<file path="src/crc32wbs_pkg.sv">
// Shared constants and the CRC-32 word-step matrix for the byte-stream CRC core.
package crc32wbs_pkg;

  localparam int unsigned CrcWidth  = 32;
  localparam int unsigned ByteWidth = 8;

  localparam logic [CrcWidth-1:0] CRC_INIT   = 32'hFFFF_FFFF;
  localparam logic [CrcWidth-1:0] CRC_XOROUT = 32'hFFFF_FFFF;
  localparam logic [CrcWidth-1:0] CRC_POLY   = 32'h04C1_1DB7;

  typedef logic [CrcWidth-1:0] crc_word_t;
  typedef crc_word_t crc_mat_t [CrcWidth];

  // Image of one set input bit after 32 MSB-first shifts. The word step is
  // linear over GF(2), so the full step is the XOR of these columns.
  function automatic crc_word_t crc_column(input int unsigned bit_idx);
    crc_word_t r;
    r = crc_word_t'(1) << bit_idx;
    for (int unsigned k = 0; k < CrcWidth; k++) begin
      if (r[CrcWidth-1]) begin
        r = (r << 1) ^ CRC_POLY;
      end else begin
        r = r << 1;
      end
    end
    return r;
  endfunction

  function automatic crc_mat_t crc_build_matrix();
    crc_mat_t m;
    for (int unsigned i = 0; i < CrcWidth; i++) begin
      m[i] = crc_column(i);
    end
    return m;
  endfunction

  localparam crc_mat_t CRC_MAT = crc_build_matrix();

  // One full word step: XOR of the columns selected by the set bits.
  function automatic crc_word_t crc_word_step(input crc_word_t r);
    crc_word_t acc;
    acc = '0;
    for (int unsigned i = 0; i < CrcWidth; i++) begin
      if (r[i]) begin
        acc = acc ^ CRC_MAT[i];
      end
    end
    return acc;
  endfunction

endpackage

</file>
<file path="src/crc32_word_extended_byte_stream_core.sv">
// Top level of the byte-stream CRC-32 core with a one-word-step-per-byte update.
//
// Usage: message bytes enter on the input channel (in_valid / in_ready with
// data_byte and last_byte). Each accepted byte is XORed into the low bits of
// the running CRC register, which is then advanced by a full 32-bit word step
// of polynomial 0x04C11DB7 through a constant XOR network.
// On a byte marked last_byte, the final CRC (stepped value XOR all ones) is placed
// on the output channel (out_valid / out_ready with crc_value) and the
// register reloads all ones for the next message.
// Throughput: one byte per cycle while in_ready is high; the XOR network on the
// CRC register is what sets that figure. The CRC is registered into crc_value,
// or into the skid entry while the output is held.
// Reset clears the CRC register to all ones and empties the output stage.
// When the receiver stalls, results are held in a two-entry output stage; the
// input keeps taking bytes until both entries are full, and then in_ready
// drops until the receiver takes a word.
module crc32_word_extended_byte_stream_core
  import crc32wbs_pkg::*;
(
  input  logic                 clk,
  input  logic                 rst,
  input  logic                 in_valid,
  output logic                 in_ready,
  input  logic [ByteWidth-1:0] data_byte,
  input  logic                 last_byte,
  output logic                 out_valid,
  input  logic                 out_ready,
  output logic [CrcWidth-1:0]  crc_value
);

  crc_word_t crc_reg;
  crc_word_t crc_step;
  crc_word_t crc_final;
  crc_word_t skid_data;
  logic      skid_valid;
  logic      in_take;
  logic      push;
  logic      out_free;

  assign in_ready  = !skid_valid;
  assign in_take   = in_valid && in_ready;
  assign push      = in_take && last_byte;
  assign out_free  = !out_valid || out_ready;

  assign crc_step  = crc_word_step(crc_reg ^ {{(CrcWidth-ByteWidth){1'b0}}, data_byte});
  assign crc_final = crc_step ^ CRC_XOROUT;

  always_ff @(posedge clk) begin
    if (rst) begin
      crc_reg <= CRC_INIT;
    end else if (in_take) begin
      crc_reg <= last_byte ? CRC_INIT : crc_step;
    end
  end

  // Two-entry result stage; the skid entry fills only while the head is held.
  always_ff @(posedge clk) begin
    if (rst) begin
      out_valid  <= 1'b0;
      skid_valid <= 1'b0;
    end else if (out_free) begin
      if (skid_valid) begin
        out_valid  <= 1'b1;
        skid_valid <= 1'b0;
      end else begin
        out_valid  <= push;
      end
    end else if (push) begin
      skid_valid <= 1'b1;
    end
  end

  always_ff @(posedge clk) begin
    if (out_free) begin
      if (skid_valid) begin
        crc_value <= skid_data;
      end else if (push) begin
        crc_value <= crc_final;
      end
    end
    if (!out_free && push) begin
      skid_data <= crc_final;
    end
  end

endmodule

</file>
<file path="config.mk">
export PLATFORM = sky130hd
export DESIGN_NAME = crc32_word_extended_byte_stream_core
export DESIGN_NICKNAME = d
export VERILOG_FILES = /design/src/crc32wbs_pkg.sv /design/src/crc32_word_extended_byte_stream_core.sv
export SDC_FILE = /design/constraint.sdc
export NUM_CORES = 1
export LEC_CHECK = 0
export ABC_AREA = 1
export ABC_CLOCK_PERIOD_IN_PS = 3700
export BUFFER_PORTS_ARGS = -buffer_cell sky130_fd_sc_hd__buf_2
export CAP_MARGIN = 20
export CELL_PAD_IN_SITES_DETAIL_PLACEMENT = 2
export CELL_PAD_IN_SITES_GLOBAL_PLACEMENT = 2
export CORE_MARGIN = 2
export CORE_UTILIZATION = 34
export CTS_CLUSTER_DIAMETER = 50
export DETAILED_ROUTE_END_ITERATION = 10
export GPL_ROUTABILITY_DRIVEN = 1
export PLACE_DENSITY_LB_ADDON = 0.12
export SYNTH_ARGS = -nofsm -noshare
export SYNTH_HDL_FRONTEND = slang
export SYNTH_SLANG_ARGS = --single-unit
</file>
<file path="constraint.sdc">
create_clock -name clk -period 3.7 [get_ports clk]
set_clock_uncertainty 0.15 [all_clocks]
set_input_delay 0.185 -clock clk [delete_from_list [all_inputs] [get_ports clk]]
set_output_delay 0.185 -clock clk [all_outputs]
set_load 0.01 [all_outputs]
</file>
==> results_dict.tcl <==
set metrics [dict create \
    status "finished clean" \
    clk_path_buf_depth 2 \
    ctsHtreeMaxLevel 3 \
    cpPeakStageDelay_ps 960 \
    post-route-period-util_pct 79.2 \
    crit_path_max_fanout 14 \
    numPortBuffers 46 \
    yosysSeqAreaShare_pct 31.0 \
    drv_slew 0 \
    antennaDiodeCount 0 \
    clock.fmax_ghz 0.341 \
    routed_wl_um 36300 \
    yosysWarnings 0 \
    synthTopCellsByCount "nand2_1 (692), nand3_1 (135), inv_1 (131)" \
    synth_area_um2 8380 \
    critPathKind "register to register" \
    tightest_slew_ps 971 \
    synth_area_per_cell_um2 6.35 \
    numCtsBuffers 9 \
    drc 0 \
    synth_async_sr_flop_share_pct 0 \
    cts_tree "done" \
    period_needed_ps 2930 \
    synthTopCellsByArea "nand2_1 (31%), edfxtp_1 (23%), dfxtp_1 (8.1%)" \
    drtPass1Iterations 4 \
    die_h_um 161 \
    insertion_delay_ps 380 \
    die_x_um 161 \
    fin_tns_setup_ps 0 \
    netlist_instances 1320 \
    hold_viol_final 0 \
    cp_num_buf_inv 1 \
    ys_types 27 \
    final_nets 1369 \
    cts_root_buffer "clkbuf_16" \
    clkSinkCount 98 \
    drive_above_1_share_pct 8.08 \
    die-area_um2 25900 \
    setup_viol 0 \
    drt_iter0_drc 505 \
    yosysMostFrequentCell "nand2_1" \
    yosys.area.top_type_share_pct 31.0 \
    gp_congestion 0.941 \
    crit_chain "inv_1 -> nand2_1 -> nand3_1 -> nand2_1 -> o21ai_0 -> nand2_1 -> nand2_1 -> nand2_1 -> nand3_1 -> nand3_1 -> nand2_1" \
    track_usage_pct 28.6 \
    num_vias 8786 \
    crit_slowest_cell "dfxtp_1" \
    antenna_found_initial 0 \
    wl_per_cell_um 21.5 \
    rows 57 \
    ys.flop_type "edfxtp_1" \
    cts_resized 0 \
    clk_pin_slew_ps 80 \
    core_um2 24200 \
    syn2layout_area_growth_pct 9.37 \
    grt_overflow 0 \
    grt_pass1_vias 9366 \
    required_ps 3680 \
    start_util_pct 34.6 \
    ios 47 \
    yosys.area.top_type "nand2_1" \
    ff2ff_setup_slack_ps 770 \
    synth_seq_cells 98 \
    rsz0062_at_grt "no" \
    viasPerCell 5.21 \
    cp.arrival_ps 2910 \
    drv_cap 0 \
    synth_edf_count 64 \
    cpLargestDelayFamily "simple AND/OR/NAND/NOR gates" \
    syn-num-nets 1333 \
    final_antenna_net_count 0 \
    grt_max_degree 36 \
    max_slew_margin_pct 35.2 \
    critPathCaptureType "register" \
    crit_top_cell "nand2_1" \
    grt_first_pass_wirelength_um 55600 \
    start_kind "register" \
    dpl.hpwl_um 28400 \
    hold_path.class "primary input to register" \
]
-- tightest hold or removal path: cells and delay by family --
family	cells	cell delay, ps
buffers and inverters	2	210
and+or+nand+nor	2	130
-- per-layer routing --
metal	GRT usage [%]	wire [um]	share of wire, %	vias up
li1	-	-	-	4140
met1	38.0	16500	46	4412
met2	48.9	17400	48	177
met3	2.80	1290	3.6	57
met4	9.46	1080	3.0	0
met5	0	0	0	-
-- final cells by class --
type | count | area, um^2
timing repair buffer | 70 | 413
fill | 3061 | 15100
clock buffer | 10 | 229
multi-input combinational | 1041 | 4950
sequential | 98 | 2600
inverter | 136 | 510
tap | 324 | 405
clock inverter | 6 | 55.1
-- what timing repair did --
item                                   4_1_cts  5_1_grt
endpoints found under the hold margin        2        0
hold buffers                                 1        0
buffers inserted                             0        0
-- cell usage in the layout (no fill, tap or decap) --
master         count
dlygate4sd3_1      1
a21oi_1           34
nand3_1          135
nand3b_1          11
nand2_2           10
clkbuf_16          9
buf_2             46
o21ai_1            4
xor2_2             1
dfxtp_1           34
edfxtp_1          64
nor3_1             1
or2_1              1
nor2_1             6
inv_8              2
nand2_1          692
xor2_1            66
inv_2              5
nor2_4             2
xnor2_1           60
inv_1            131
nand4_1            7
inv_6              2
clkbuf_1           1
buf_4             23
o21ai_0            2
clkinvlp_4         2
xnor2_2            6
or2_2              2
nand2b_1           1
-- path summary, 6_finish.rpt --
check,start,to,cells after the start
worst max-delay path,crc_reg[28]$_SDFFE_PP1P_,crc_value[0]$_DFFE_PP_,11
worst min-delay path,out_ready,skid_valid$_SDFFE_PP0P_,4
worst max register to register,crc_reg[28]$_SDFFE_PP1P_,crc_value[0]$_DFFE_PP_,11
worst min register to register,skid_data[24]$_DFFE_PP_,crc_value[24]$_DFFE_PP_,2
-- cells by family after synthesis --
logic type | Yosys count | share of synthesized area (%)
compound gates | 40 | 2.39
xor+xnor | 133 | 14.5
flops | 98 | 31.0
buf+inv | 181 | 10.0
simple gates | 868 | 42.0
-- per-stage QoR --
stage / hold slack, ps / util, % / setup slack (ps) / cells / cell area (um^2)
floorplan: 104 / - / 952 / 1320 / 8380
finish: 53.0 / 37.8 / 770 / 1685 / 9170
global placement: 236 / 36.6 / 915 / 1668 / 8880
detailed placement: 248 / 36.6 / 789 / 1668 / 8880
CTS: 51.6 / 37.8 / 782 / 1685 / 9170
global route: 91.0 / 37.8 / 533 / 1685 / 9170
Power is left out: the tool's default activity adds up to more than one toggle a clock period on the data nets, which glitch-free logic cannot reach.
